### config.mk
export PLATFORM = sky130hd
export DESIGN_NAME = rtc_nvram_i2c_sequencer_flat
export DESIGN_NICKNAME = d
export VERILOG_FILES = /design/src/sv/rnis_pkg.sv /design/src/sv/rnis_in_if.sv /design/src/sv/rnis_out_if.sv /design/src/sv/rnis_rtc_seq.sv /design/src/sv/rnis_ram_seq.sv /design/src/sv/rtc_nvram_i2c_sequencer.sv /design/src/flat_wrapper.sv
export SDC_FILE = /design/constraint.sdc
export NUM_CORES = 1
export LEC_CHECK = 0
export BUFFER_PORTS_ARGS = -buffer_cell sky130_fd_sc_hd__buf_2
export CORE_MARGIN = 2
export CORE_UTILIZATION = 50
export DETAILED_ROUTE_END_ITERATION = 16
export PLACE_DENSITY = 0.81
export SLEW_MARGIN = 20
export SYNTH_ARGS = -nofsm -noshare
export SYNTH_HDL_FRONTEND = slang
export SYNTH_SLANG_ARGS = --single-unit
### constraint.sdc
create_clock -name clk_i -period 4.15 [get_ports clk_i]
set_input_delay 0 -clock clk_i [delete_from_list [all_inputs] [get_ports clk_i]]
set_output_delay 0 -clock clk_i [all_outputs]
set_load 0.01 [all_outputs]
### src/sv/rnis_pkg.sv
package rnis_pkg;

  localparam int unsigned TimeBytes = 7;
  localparam int unsigned TimeWidth = 8 * TimeBytes;

  localparam logic [7:0] TimeBaseReg = 8'h00;
  localparam logic [7:0] SecondsMask = 8'h7F;
  localparam logic [7:0] HourMask    = 8'h3F;
  localparam int unsigned HourFmtBit = 6;
  localparam int unsigned HourByte   = 2;

  typedef enum logic [2:0] {
    MODE_TICK      = 3'd0,
    MODE_TIME_READ = 3'd1,
    MODE_TIME_WRITE = 3'd2,
    MODE_RAM_READ  = 3'd3,
    MODE_RAM_WRITE = 3'd4
  } mode_e;

  typedef enum logic [2:0] {
    CMD_NONE      = 3'd0,
    CMD_START_WR  = 3'd1,
    CMD_START_RD  = 3'd2,
    CMD_WRITE     = 3'd3,
    CMD_READ_ACK  = 3'd4,
    CMD_READ_NACK = 3'd5,
    CMD_STOP      = 3'd6
  } cmd_e;

  typedef enum logic [0:0] {
    CFG_RTC_ADDR = 1'b0,
    CFG_RAM_ADDR = 1'b1
  } cfg_idx_e;

  typedef enum logic [3:0] {
    RTC_IDLE     = 4'd0,
    RTC_WAIT     = 4'd1,
    RTC_START_WR = 4'd2,
    RTC_REG_ADDR = 4'd3,
    RTC_START_RD = 4'd4,
    RTC_BYTE0    = 4'd5,
    RTC_BYTE1    = 4'd6,
    RTC_BYTE2    = 4'd7,
    RTC_BYTE3    = 4'd8,
    RTC_BYTE4    = 4'd9,
    RTC_BYTE5    = 4'd10,
    RTC_BYTE6    = 4'd11,
    RTC_STOP     = 4'd12
  } rtc_step_e;

  typedef enum logic [2:0] {
    RAM_IDLE     = 3'd0,
    RAM_WAIT     = 3'd1,
    RAM_START_WR = 3'd2,
    RAM_ADDR     = 3'd3,
    RAM_START_RD = 3'd4,
    RAM_DATA     = 3'd5,
    RAM_STOP     = 3'd6
  } ram_step_e;

  typedef struct packed {
    cmd_e       code;
    logic [7:0] data;
  } cmd_t;

endpackage

### src/sv/rnis_in_if.sv
interface rnis_in_if;
  logic                           valid;
  logic                           ready;
  logic [2:0]                     mode;
  logic                           master_busy;
  logic [7:0]                     master_rx_byte;
  logic [rnis_pkg::TimeWidth-1:0] time_in;
  logic [7:0]                     ram_address;
  logic [7:0]                     ram_data_in;

  modport source (
    output valid, mode, master_busy, master_rx_byte, time_in, ram_address, ram_data_in,
    input  ready
  );
  modport sink (
    input  valid, mode, master_busy, master_rx_byte, time_in, ram_address, ram_data_in,
    output ready
  );
endinterface

### src/sv/rnis_out_if.sv
interface rnis_out_if;
  logic                           valid;
  logic                           ready;
  logic [2:0]                     bus_command;
  logic [7:0]                     bus_byte;
  logic                           rtc_active;
  logic                           ram_active;
  logic [rnis_pkg::TimeWidth-1:0] time_out;
  logic [7:0]                     ram_data_out;

  modport source (
    output valid, bus_command, bus_byte, rtc_active, ram_active, time_out, ram_data_out,
    input  ready
  );
  modport sink (
    input  valid, bus_command, bus_byte, rtc_active, ram_active, time_out, ram_data_out,
    output ready
  );
endinterface

### src/sv/rnis_rtc_seq.sv
module rnis_rtc_seq (
  input  logic                           clk_i,
  input  logic                           rst_ni,
  input  logic                           load_i,
  input  logic                           load_write_i,
  input  logic [rnis_pkg::TimeWidth-1:0] load_time_i,
  input  logic                           tick_i,
  input  logic                           busy_i,
  input  logic [7:0]                     rx_i,
  input  rnis_pkg::ram_step_e            ram_step_i,
  input  logic [6:0]                     dev_addr_i,
  output rnis_pkg::rtc_step_e            step_o,
  output rnis_pkg::cmd_t                 cmd_o,
  output logic                           active_o,
  output logic [rnis_pkg::TimeWidth-1:0] time_o
);

  rnis_pkg::rtc_step_e step_q, step_d;
  logic                wr_q, wr_d;
  logic [7:0]          regs_q [rnis_pkg::TimeBytes];
  logic [7:0]          regs_d [rnis_pkg::TimeBytes];
  logic [2:0]          wr_idx;
  logic [2:0]          rd_idx;

  assign wr_idx = 3'(4'(step_q) - 4'(rnis_pkg::RTC_BYTE0));
  assign rd_idx = 3'(4'(step_q) - 4'(rnis_pkg::RTC_BYTE0) - 4'd1);

  always_ff @(posedge clk_i or negedge rst_ni) begin
    if (!rst_ni) begin
      step_q <= rnis_pkg::RTC_IDLE;
      wr_q   <= 1'b0;
      for (int i = 0; i < rnis_pkg::TimeBytes; i++) begin
        regs_q[i] <= '0;
      end
    end else begin
      step_q <= step_d;
      wr_q   <= wr_d;
      regs_q <= regs_d;
    end
  end

  always_comb begin
    step_d = step_q;
    wr_d   = wr_q;
    regs_d = regs_q;
    cmd_o  = '{code: rnis_pkg::CMD_NONE, data: 8'h00};
    if (load_i) begin
      wr_d = load_write_i;
      if (load_write_i) begin
        for (int i = 0; i < rnis_pkg::TimeBytes; i++) begin
          regs_d[i] = load_time_i[8*i +: 8];
        end
      end
      step_d = rnis_pkg::RTC_WAIT;
    end else if (tick_i) begin
      unique case (step_q)
        rnis_pkg::RTC_IDLE: begin
        end
        rnis_pkg::RTC_WAIT: begin
          if (ram_step_i == rnis_pkg::RAM_IDLE || ram_step_i == rnis_pkg::RAM_WAIT) begin
            step_d = rnis_pkg::RTC_START_WR;
          end
        end
        rnis_pkg::RTC_START_WR: begin
          if (!busy_i) begin
            cmd_o  = '{code: rnis_pkg::CMD_START_WR, data: {1'b0, dev_addr_i}};
            step_d = rnis_pkg::RTC_REG_ADDR;
          end
        end
        rnis_pkg::RTC_REG_ADDR: begin
          if (!busy_i) begin
            cmd_o  = '{code: rnis_pkg::CMD_WRITE, data: rnis_pkg::TimeBaseReg};
            step_d = wr_q ? rnis_pkg::RTC_BYTE0 : rnis_pkg::RTC_START_RD;
          end
        end
        rnis_pkg::RTC_START_RD: begin
          if (!busy_i) begin
            cmd_o  = '{code: rnis_pkg::CMD_START_RD, data: {1'b0, dev_addr_i}};
            step_d = rnis_pkg::RTC_BYTE0;
          end
        end
        rnis_pkg::RTC_BYTE0, rnis_pkg::RTC_BYTE1, rnis_pkg::RTC_BYTE2,
        rnis_pkg::RTC_BYTE3, rnis_pkg::RTC_BYTE4, rnis_pkg::RTC_BYTE5,
        rnis_pkg::RTC_BYTE6: begin
          if (!busy_i) begin
            if (wr_q) begin
              cmd_o = '{code: rnis_pkg::CMD_WRITE, data: regs_q[wr_idx]};
            end else begin
              if (step_q != rnis_pkg::RTC_BYTE0) begin
                regs_d[rd_idx] = rx_i;
              end
              cmd_o = '{code: (step_q == rnis_pkg::RTC_BYTE6) ? rnis_pkg::CMD_READ_NACK
                                                              : rnis_pkg::CMD_READ_ACK,
                        data: 8'h00};
            end
            step_d = rnis_pkg::rtc_step_e'(4'(step_q) + 4'd1);
          end
        end
        rnis_pkg::RTC_STOP: begin
          if (!busy_i) begin
            if (!wr_q) begin
              regs_d[rnis_pkg::TimeBytes-1] = rx_i;
            end
            cmd_o  = '{code: rnis_pkg::CMD_STOP, data: 8'h00};
            step_d = rnis_pkg::RTC_IDLE;
          end
        end
        default: begin
          step_d = rnis_pkg::RTC_IDLE;
        end
      endcase
    end
  end

  always_comb begin
    for (int i = 0; i < rnis_pkg::TimeBytes; i++) begin
      time_o[8*i +: 8] = regs_d[i];
    end
    time_o[7:0] = regs_d[0] & rnis_pkg::SecondsMask;
    if (regs_d[rnis_pkg::HourByte][rnis_pkg::HourFmtBit]) begin
      time_o[8*rnis_pkg::HourByte +: 8] = regs_d[rnis_pkg::HourByte] & rnis_pkg::HourMask;
    end
  end

  assign step_o   = step_d;
  assign active_o = (step_d != rnis_pkg::RTC_IDLE) && (step_d != rnis_pkg::RTC_WAIT);

endmodule

### src/sv/rnis_ram_seq.sv
module rnis_ram_seq (
  input  logic                clk_i,
  input  logic                rst_ni,
  input  logic                load_i,
  input  logic                load_write_i,
  input  logic [7:0]          load_addr_i,
  input  logic [7:0]          load_data_i,
  input  logic                tick_i,
  input  logic                busy_i,
  input  logic [7:0]          rx_i,
  input  rnis_pkg::rtc_step_e rtc_step_i,
  input  logic [6:0]          dev_addr_i,
  output rnis_pkg::ram_step_e step_o,
  output rnis_pkg::cmd_t      cmd_o,
  output logic                active_o,
  output logic [7:0]          data_o
);

  rnis_pkg::ram_step_e step_q, step_d;
  logic                wr_q, wr_d;
  logic [7:0]          addr_q, addr_d;
  logic [7:0]          data_q, data_d;

  always_ff @(posedge clk_i or negedge rst_ni) begin
    if (!rst_ni) begin
      step_q <= rnis_pkg::RAM_IDLE;
      wr_q   <= 1'b0;
      addr_q <= '0;
      data_q <= '0;
    end else begin
      step_q <= step_d;
      wr_q   <= wr_d;
      addr_q <= addr_d;
      data_q <= data_d;
    end
  end

  always_comb begin
    step_d = step_q;
    wr_d   = wr_q;
    addr_d = addr_q;
    data_d = data_q;
    cmd_o  = '{code: rnis_pkg::CMD_NONE, data: 8'h00};
    if (load_i) begin
      wr_d   = load_write_i;
      addr_d = load_addr_i;
      if (load_write_i) begin
        data_d = load_data_i;
      end
      step_d = rnis_pkg::RAM_WAIT;
    end else if (tick_i) begin
      unique case (step_q)
        rnis_pkg::RAM_IDLE: begin
        end
        rnis_pkg::RAM_WAIT: begin
          if (rtc_step_i == rnis_pkg::RTC_IDLE || rtc_step_i == rnis_pkg::RTC_WAIT) begin
            step_d = rnis_pkg::RAM_START_WR;
          end
        end
        rnis_pkg::RAM_START_WR: begin
          if (!busy_i) begin
            cmd_o  = '{code: rnis_pkg::CMD_START_WR, data: {1'b0, dev_addr_i}};
            step_d = rnis_pkg::RAM_ADDR;
          end
        end
        rnis_pkg::RAM_ADDR: begin
          if (!busy_i) begin
            cmd_o  = '{code: rnis_pkg::CMD_WRITE, data: addr_q};
            step_d = wr_q ? rnis_pkg::RAM_DATA : rnis_pkg::RAM_START_RD;
          end
        end
        rnis_pkg::RAM_START_RD: begin
          if (!busy_i) begin
            cmd_o  = '{code: rnis_pkg::CMD_START_RD, data: {1'b0, dev_addr_i}};
            step_d = rnis_pkg::RAM_DATA;
          end
        end
        rnis_pkg::RAM_DATA: begin
          if (!busy_i) begin
            if (wr_q) begin
              cmd_o = '{code: rnis_pkg::CMD_WRITE, data: data_q};
            end else begin
              cmd_o = '{code: rnis_pkg::CMD_READ_NACK, data: 8'h00};
            end
            step_d = rnis_pkg::RAM_STOP;
          end
        end
        rnis_pkg::RAM_STOP: begin
          if (!busy_i) begin
            if (!wr_q) begin
              data_d = rx_i;
            end
            cmd_o  = '{code: rnis_pkg::CMD_STOP, data: 8'h00};
            step_d = rnis_pkg::RAM_IDLE;
          end
        end
        default: begin
          step_d = rnis_pkg::RAM_IDLE;
        end
      endcase
    end
  end

  assign step_o   = step_d;
  assign active_o = (step_d != rnis_pkg::RAM_IDLE) && (step_d != rnis_pkg::RAM_WAIT);
  assign data_o   = data_d;

endmodule

### src/sv/rtc_nvram_i2c_sequencer.sv
// Channel   Dir  Handshake      Payload
// item_i    in   valid/ready    mode, master_busy, master_rx_byte, time_in, ram_address,
//                               ram_data_in
// result_o  out  valid/ready    bus_command, bus_byte, rtc_active, ram_active, time_out,
//                               ram_data_out
// cfg       in   cfg_we_i       cfg_idx_i selects the register, cfg_data_i is written
//
// An item passes from the input register to the result register, where its result waits
// to be taken; one item is taken every cycle while the result register does not stall.
// The sequencer states update as the item moves from the input to the result register.
// A stalled result register holds the input register, which then drops item_i.ready.
// Reset clears both sequencers, the time bytes and the RAM data byte.
module rtc_nvram_i2c_sequencer (
  input  logic       clk_i,
  input  logic       rst_ni,
  input  logic       cfg_we_i,
  input  logic [0:0] cfg_idx_i,
  input  logic [6:0] cfg_data_i,
  rnis_in_if.sink    item_i,
  rnis_out_if.source result_o
);

  logic [6:0] rtc_addr_q;
  logic [6:0] ram_addr_q;

  logic                           in_valid_q;
  logic [2:0]                     mode_q;
  logic                           busy_q;
  logic [7:0]                     rx_q;
  logic [rnis_pkg::TimeWidth-1:0] time_in_q;
  logic [7:0]                     ram_address_q;
  logic [7:0]                     ram_data_in_q;

  logic                           out_valid_q;
  rnis_pkg::cmd_t                 cmd_q;
  logic                           rtc_active_q;
  logic                           ram_active_q;
  logic [rnis_pkg::TimeWidth-1:0] time_out_q;
  logic [7:0]                     ram_data_out_q;

  logic out_free;
  logic proc;
  logic is_rtc_start;
  logic is_ram_start;
  logic tick;

  rnis_pkg::rtc_step_e            rtc_step;
  rnis_pkg::ram_step_e            ram_step;
  rnis_pkg::ram_step_e            ram_step_q;
  rnis_pkg::cmd_t                 rtc_cmd;
  rnis_pkg::cmd_t                 ram_cmd;
  rnis_pkg::cmd_t                 cmd;
  logic                           rtc_active;
  logic                           ram_active;
  logic [rnis_pkg::TimeWidth-1:0] time_out;
  logic [7:0]                     ram_data_out;

  always_ff @(posedge clk_i or negedge rst_ni) begin
    if (!rst_ni) begin
      rtc_addr_q <= 7'd104;
      ram_addr_q <= 7'd104;
    end else if (cfg_we_i) begin
      unique case (rnis_pkg::cfg_idx_e'(cfg_idx_i))
        rnis_pkg::CFG_RTC_ADDR: rtc_addr_q <= cfg_data_i;
        rnis_pkg::CFG_RAM_ADDR: ram_addr_q <= cfg_data_i;
        default: begin
        end
      endcase
    end
  end

  assign out_free     = !out_valid_q || result_o.ready;
  assign proc         = in_valid_q && out_free;
  assign item_i.ready = !in_valid_q || out_free;

  always_ff @(posedge clk_i or negedge rst_ni) begin
    if (!rst_ni) begin
      in_valid_q <= 1'b0;
    end else if (item_i.ready) begin
      in_valid_q <= item_i.valid;
    end
  end

  always_ff @(posedge clk_i) begin
    if (item_i.valid && item_i.ready) begin
      mode_q        <= item_i.mode;
      busy_q        <= item_i.master_busy;
      rx_q          <= item_i.master_rx_byte;
      time_in_q     <= item_i.time_in;
      ram_address_q <= item_i.ram_address;
      ram_data_in_q <= item_i.ram_data_in;
    end
  end

  assign is_rtc_start = (mode_q == rnis_pkg::MODE_TIME_READ)
                     || (mode_q == rnis_pkg::MODE_TIME_WRITE);
  assign is_ram_start = (mode_q == rnis_pkg::MODE_RAM_READ)
                     || (mode_q == rnis_pkg::MODE_RAM_WRITE);
  assign tick         = proc && !is_rtc_start && !is_ram_start;

  always_ff @(posedge clk_i or negedge rst_ni) begin
    if (!rst_ni) begin
      ram_step_q <= rnis_pkg::RAM_IDLE;
    end else begin
      ram_step_q <= ram_step;
    end
  end

  rnis_rtc_seq u_rtc (
    .clk_i        (clk_i),
    .rst_ni       (rst_ni),
    .load_i       (proc && is_rtc_start),
    .load_write_i (mode_q == rnis_pkg::MODE_TIME_WRITE),
    .load_time_i  (time_in_q),
    .tick_i       (tick),
    .busy_i       (busy_q),
    .rx_i         (rx_q),
    .ram_step_i   (ram_step_q),
    .dev_addr_i   (rtc_addr_q),
    .step_o       (rtc_step),
    .cmd_o        (rtc_cmd),
    .active_o     (rtc_active),
    .time_o       (time_out)
  );

  rnis_ram_seq u_ram (
    .clk_i        (clk_i),
    .rst_ni       (rst_ni),
    .load_i       (proc && is_ram_start),
    .load_write_i (mode_q == rnis_pkg::MODE_RAM_WRITE),
    .load_addr_i  (ram_address_q),
    .load_data_i  (ram_data_in_q),
    .tick_i       (tick),
    .busy_i       (busy_q),
    .rx_i         (rx_q),
    .rtc_step_i   (rtc_step),
    .dev_addr_i   (ram_addr_q),
    .step_o       (ram_step),
    .cmd_o        (ram_cmd),
    .active_o     (ram_active),
    .data_o       (ram_data_out)
  );

  assign cmd = (ram_cmd.code != rnis_pkg::CMD_NONE) ? ram_cmd : rtc_cmd;

  always_ff @(posedge clk_i or negedge rst_ni) begin
    if (!rst_ni) begin
      out_valid_q <= 1'b0;
    end else if (out_free) begin
      out_valid_q <= in_valid_q;
    end
  end

  always_ff @(posedge clk_i) begin
    if (proc) begin
      cmd_q          <= cmd;
      rtc_active_q   <= rtc_active;
      ram_active_q   <= ram_active;
      time_out_q     <= time_out;
      ram_data_out_q <= ram_data_out;
    end
  end

  assign result_o.valid        = out_valid_q;
  assign result_o.bus_command  = cmd_q.code;
  assign result_o.bus_byte     = cmd_q.data;
  assign result_o.rtc_active   = rtc_active_q;
  assign result_o.ram_active   = ram_active_q;
  assign result_o.time_out     = time_out_q;
  assign result_o.ram_data_out = ram_data_out_q;

  a_one_owner: assert property (@(posedge clk_i) disable iff (!rst_ni)
    out_valid_q |-> !(rtc_active_q && ram_active_q))
    else $error("both sequencers own the bus");

  a_start_quiet: assert property (@(posedge clk_i) disable iff (!rst_ni)
    (proc && (is_rtc_start || is_ram_start)) |=> (cmd_q.code == rnis_pkg::CMD_NONE))
    else $error("start transfer issued a bus command");

  a_busy_quiet: assert property (@(posedge clk_i) disable iff (!rst_ni)
    (proc && busy_q) |=> (cmd_q.code == rnis_pkg::CMD_NONE))
    else $error("bus command issued while the master is busy");

  a_none_zero: assert property (@(posedge clk_i) disable iff (!rst_ni)
    (out_valid_q && cmd_q.code == rnis_pkg::CMD_NONE) |-> (cmd_q.data == 8'h00))
    else $error("idle command carries a byte");

endmodule
### src/flat_wrapper.sv
// flat-port wrapper written by rule: the top's interface ports become plain ports
module rtc_nvram_i2c_sequencer_flat 
  (clk_i, rst_ni, cfg_we_i, cfg_idx_i, cfg_data_i, item_i_valid, item_i_mode, item_i_master_busy, item_i_master_rx_byte, item_i_time_in, item_i_ram_address, item_i_ram_data_in, item_i_ready, result_o_valid, result_o_bus_command, result_o_bus_byte, result_o_rtc_active, result_o_ram_active, result_o_time_out, result_o_ram_data_out, result_o_ready);
  rnis_in_if item_i_i ();
  rnis_out_if result_o_i ();
  input  logic clk_i;
  input  logic rst_ni;
  input  logic cfg_we_i;
  input  logic [0:0] cfg_idx_i;
  input  logic [6:0] cfg_data_i;
  input wire logic [$bits(item_i_i.valid)-1:0] item_i_valid;
  input wire logic [$bits(item_i_i.mode)-1:0] item_i_mode;
  input wire logic [$bits(item_i_i.master_busy)-1:0] item_i_master_busy;
  input wire logic [$bits(item_i_i.master_rx_byte)-1:0] item_i_master_rx_byte;
  input wire logic [$bits(item_i_i.time_in)-1:0] item_i_time_in;
  input wire logic [$bits(item_i_i.ram_address)-1:0] item_i_ram_address;
  input wire logic [$bits(item_i_i.ram_data_in)-1:0] item_i_ram_data_in;
  output wire logic [$bits(item_i_i.ready)-1:0] item_i_ready;
  output wire logic [$bits(result_o_i.valid)-1:0] result_o_valid;
  output wire logic [$bits(result_o_i.bus_command)-1:0] result_o_bus_command;
  output wire logic [$bits(result_o_i.bus_byte)-1:0] result_o_bus_byte;
  output wire logic [$bits(result_o_i.rtc_active)-1:0] result_o_rtc_active;
  output wire logic [$bits(result_o_i.ram_active)-1:0] result_o_ram_active;
  output wire logic [$bits(result_o_i.time_out)-1:0] result_o_time_out;
  output wire logic [$bits(result_o_i.ram_data_out)-1:0] result_o_ram_data_out;
  input wire logic [$bits(result_o_i.ready)-1:0] result_o_ready;
  assign item_i_i.valid = item_i_valid;
  assign item_i_i.mode = item_i_mode;
  assign item_i_i.master_busy = item_i_master_busy;
  assign item_i_i.master_rx_byte = item_i_master_rx_byte;
  assign item_i_i.time_in = item_i_time_in;
  assign item_i_i.ram_address = item_i_ram_address;
  assign item_i_i.ram_data_in = item_i_ram_data_in;
  assign item_i_ready = item_i_i.ready;
  assign result_o_valid = result_o_i.valid;
  assign result_o_bus_command = result_o_i.bus_command;
  assign result_o_bus_byte = result_o_i.bus_byte;
  assign result_o_rtc_active = result_o_i.rtc_active;
  assign result_o_ram_active = result_o_i.ram_active;
  assign result_o_time_out = result_o_i.time_out;
  assign result_o_ram_data_out = result_o_i.ram_data_out;
  assign result_o_i.ready = result_o_ready;
  rtc_nvram_i2c_sequencer u_core (.clk_i(clk_i), .rst_ni(rst_ni), .cfg_we_i(cfg_we_i), .cfg_idx_i(cfg_idx_i), .cfg_data_i(cfg_data_i), .item_i(item_i_i), .result_o(result_o_i));
endmodule
==> impl_metrics.prom <==
# TYPE chip_impl_metric gauge
chip_impl_metric{name="cts_inserted_buffers",unit=""} 25
chip_impl_metric{name="transition_time_of_the_tightest_slew_check_pin",unit="ns"} 1.05
chip_impl_metric{name="coreArea",unit="mm^2"} 0.0204
chip_impl_metric{name="detail_route.wirelength",unit="mm"} 28.1
chip_impl_metric{name="firstDrtPassIters",unit=""} 6
chip_impl_metric{name="power_leakage",unit="nW"} 5.61
chip_impl_metric{name="number_of_vias_in_the_routed_layout",unit=""} 7631
chip_impl_metric{name="synth.lib_cells_used.distinct",unit=""} 69
chip_impl_info{name="critPathCapture",value="u_core.result_o.time_out[39]$_DFFE_PP_"} 1
chip_impl_info{name="worst_setup_path_end_kind",value="register"} 1
chip_impl_metric{name="cts_max_level",unit=""} 1
chip_impl_metric{name="synth.ff_latch_count",unit=""} 256
chip_impl_metric{name="grt_start_max_net_pins",unit=""} 78
chip_impl_metric{name="worst_ir_drop_vdd",unit="mV"} 0.493
chip_impl_info{name="mostFrequentLayoutCell",value="buf_2"} 1
chip_impl_metric{name="netlist_area",unit="mm^2"} 0.0105
chip_impl_metric{name="grt_usage",unit="%"} 25.3
chip_impl_metric{name="number_of_enable_type_register_cells_in_the_synthesized_netlist",unit=""} 159
chip_impl_metric{name="report.final.setup_viol",unit=""} 0
chip_impl_metric{name="post_dp_hpwl",unit="mm"} 17.3
chip_impl_metric{name="gp_routability_congestion",unit=""} 0.940
chip_impl_metric{name="clock_latency",unit="ns"} 0.54
chip_impl_info{name="timing_worst_setup_path_type",value="register to register"} 1
chip_impl_metric{name="hold_viol_final",unit=""} 0
chip_impl_metric{name="synth_mux_area_share",unit="%"} 4.19
chip_impl_metric{name="area.growth.synth_to_final",unit="%"} 27.9
chip_impl_info{name="worst_hold_path_type",value="input port to asynchronous set/reset pin"} 1
chip_impl_metric{name="post-cts-setup-buffer-count",unit=""} 0
chip_impl_metric{name="grt_first_pass_wirelength",unit="mm"} 42.6
chip_impl_metric{name="area_share_of_and_or_nand_nor_cells_after_synthesis",unit="%"} 7.05
chip_impl_metric{name="clk_pin_slew",unit="ns"} 0.07
chip_impl_metric{name="worst_slew_margin_rel",unit="%"} 30.1
chip_impl_metric{name="postSynth.asyncResetShare",unit="%"} 37.9
chip_impl_metric{name="floorplan.initialDensity",unit="%"} 51.3
chip_impl_metric{name="vias_in_the_first_global_route",unit=""} 7483
chip_impl_metric{name="postSynthCellCount",unit=""} 742
chip_impl_metric{name="placedInstanceArea",unit="mm^2"} 0.0115
chip_impl_metric{name="floorplan.die.height",unit="um"} 149
chip_impl_metric{name="yosys.area_share.xor_xnor",unit="%"} 0.596
chip_impl_metric{name="synth_compound_area_share",unit="%"} 14.6
chip_impl_info{name="rsz0062_at_grt",value="no"} 1
chip_impl_metric{name="top_level_ports",unit=""} 176
chip_impl_metric{name="crit_fanout",unit=""} 22
chip_impl_metric{name="post_synth_fa_ha_maj_area_fraction",unit="%"} 0.835
chip_impl_metric{name="fin_setup_tns",unit="ns"} 0
chip_impl_metric{name="globalRoute.totalOverflow",unit=""} 0
chip_impl_metric{name="die_width",unit="um"} 149
chip_impl_metric{name="seq_area_frac_synth",unit="%"} 68.7
chip_impl_metric{name="final_design_area_no_fill",unit="mm^2"} 0.0134
chip_impl_info{name="cts_root_buffer",value="clkbuf_16"} 1
chip_impl_metric{name="synth.avg_cell_area",unit="um^2"} 14.1
chip_impl_metric{name="setup.reg_to_reg.worst_slack",unit="ns"} 0.40
chip_impl_metric{name="drive_gt1_share",unit="%"} 27.9
chip_impl_metric{name="insertedDiodeCount",unit=""} 0
chip_impl_metric{name="worst-endpoint-arrival",unit="ns"} 4.02
chip_impl_info{name="critical_path_startpoint",value="u_core.u_rtc.step_q[0]$_DFF_PN0_"} 1
chip_impl_metric{name="cts_hold_buffers",unit=""} 96
chip_impl_metric{name="numPlacedInstances",unit=""} 1146
chip_impl_info{name="worst_setup_path_start_kind",value="register"} 1
chip_impl_metric{name="design.die.area",unit="mm^2"} 0.0222
chip_impl_metric{name="antenna_left",unit=""} 0
chip_impl_metric{name="rows",unit=""} 52
chip_impl_info{name="worst_r2r_startpoint",value="u_core.u_rtc.step_q[0]$_DFF_PN0_"} 1
chip_impl_metric{name="antenna_violations_before_repair",unit=""} 0
chip_impl_metric{name="cts_resized",unit=""} 0
chip_impl_info{name="cts_tree",value="built"} 1
chip_impl_metric{name="detailedRoute.firstIterationViolations",unit=""} 883
chip_impl_metric{name="worst_ep_required_time",unit="ns"} 4.43
chip_impl_metric{name="cap_violations",unit=""} 0
chip_impl_info{name="synth_top_family_by_area",value="compound AO/OA/AOI/OAI gates"} 1
chip_impl_metric{name="via_per_inst",unit=""} 5.92
chip_impl_metric{name="min_period",unit="ns"} 3.75
chip_impl_info{name="synth_top_flop_cell",value="edfxtp_1"} 1
chip_impl_metric{name="r2r_cell_count",unit=""} 7
chip_impl_metric{name="nets",unit=""} 1103
chip_impl_info{name="reg2reg_to",value="u_core.result_o.time_out[39]$_DFFE_PP_"} 1
chip_impl_metric{name="layoutNonFillerInstCount",unit=""} 1288
chip_impl_metric{name="cts.sink_count",unit=""} 256
chip_impl_metric{name="yosysWarnings",unit=""} 0
chip_impl_metric{name="pins_over_their_slew_limit",unit=""} 0
chip_impl_metric{name="finalCritPeriodShare",unit="%"} 90.3
chip_impl_metric{name="power_density",unit="mW/mm^2"} 583
chip_impl_metric{name="maxClockFrequency",unit="GHz"} 0.267
chip_impl_metric{name="skew",unit="ns"} 0.0124
chip_impl_metric{name="detail_route.wl_per_cell",unit="um"} 21.8
chip_impl_metric{name="remaining_drc_errors",unit=""} 0
chip_impl_metric{name="portBuffers",unit=""} 173
chip_impl_info{name="layout_common_cells",value="172 x buf_2, 159 x edfxtp_1, 96 x dlygate4sd3_1"} 1
chip_impl_info{name="status",value="finished, final reports clean"} 1
chip_impl_metric{name="maximum_clock_insertion_buffer_count",unit=""} 3
==> routing by layer <==
layer	vias up	global-route usage, %	routed length (um)
li1	3346	-	-
met1	3738	35.9	10900
met2	487	40.6	13600
met3	60	3.76	2640
met4	0	8.81	967
met5	-	0	0
==> through the flow <==
step	hold WS, ns	setup slack [ns]	utilization [%]	total power [mW]
floorplan	-0.296	0.589	-	4.65
global placement	0.106	0.711	56.5	5.19
detailed placement	0.112	0.455	56.5	5.24
CTS	0.0674	0.482	65.7	7.78
global route	0.106	0.182	65.7	8.12
finish	0.0733	0.403	65.7	7.82
==> Yosys cell counts (6+ instances only) <==
library cell,n,share of area (%)
edfxtp_1,159,46
dfrtp_1,91,22
inv_1,57,2.0
a22oi_1,47,3.4
nand2_1,47,1.7
o21ai_0,46,2.2
clkbuf_1,32,1.1
a21oi_1,26,1.2
a222oi_1,23,2.2
mux2_2,23,2.5
nor2_1,19,0.68
a22o_1,16,1.3
a21o_1,13,0.93
o22ai_1,11,0.66
nand2b_1,10,0.60
mux4_2,8,1.7
ha_1,7,0.83
nor3_1,7,0.33
dfstp_2,6,1.5
nor4_4,6,1.2
==> flip-flops by register name (all words and copies together) (netlist names), 7 cells and up <==
register                      count
u_core.rtc_addr_q                 7
u_core.result_o.ram_data_out      8
u_core.u_rtc.regs_q              56
u_core.ram_data_in_q              8
u_core.time_in_q                 56
u_core.ram_address_q              8
u_core.result_o.bus_byte          8
u_core.u_ram.data_q               8
u_core.result_o.time_out         54
u_core.u_ram.addr_q               8
u_core.ram_addr_q                 7
u_core.rx_q                       8
==> how the worst min path moves through the flow <==
stage | from | to | slack, ns | cells past startpoint
6_report | rst_ni | u_core.result_o.valid$_DFFE_PN0P_ | 0.07 | 2
5_1_grt | cfg_we_i | u_core.ram_addr_q[2]$_DFFE_PN0P_ | 0.11 | 3
4_1_cts | cfg_we_i | u_core.ram_addr_q[2]$_DFFE_PN0P_ | 0.07 | 3
3_5_place_dp | rst_ni | u_core.u_rtc.regs_q[26]$_DFF_PN0_ | 0.11 | 1
3_3_place_gp | rst_ni | u_core.in_valid_q$_DFFE_PN0N_ | 0.11 | 1
2_1_floorplan | rst_ni | u_core.in_valid_q$_DFFE_PN0N_ | -0.30 | 0
==> report_power, final <==
group          internal [mW]  switching [mW]  leakage (nW)
clock                   1.47            1.00         0.436
combinational          0.711            1.16          2.41
sequential              3.18           0.297          2.76
==> logic make-up (layout without fill, tap and decap cells) <==
kind of cell	count (synthesis)	after routing
buffers and inverters	103	378
multiplexers	31	31
flip-flops	256	256
AND/OR/NAND/NOR	125	125
AO/OA/AOI/OAI	214	214
other	1	2
adder cells (fa/ha/maj)	7	7
XOR/XNOR	5	5
==> cell type report <==
type / count / area [um^2]
clock buffer: 27 / 653
multi-input combinational: 384 / 2880
inverter: 58 / 218
tap: 270 / 338
timing repair buffer: 274 / 1870
sequential: 256 / 7210
clock inverter: 19 / 255
fill: 1457 / 7010
==> worst max-delay path, stage by stage, from the launching register on <==
cell and delay, ns:
dfrtp_1 0.37, clkinv_1 0.35, ha_1 0.94, nand4_1 0.39
nor4_4 0.62, o21ai_1 0.34, a222oi_1 0.36, inv_1 0.11
Note: power is estimated with default switching activity, not from simulation.
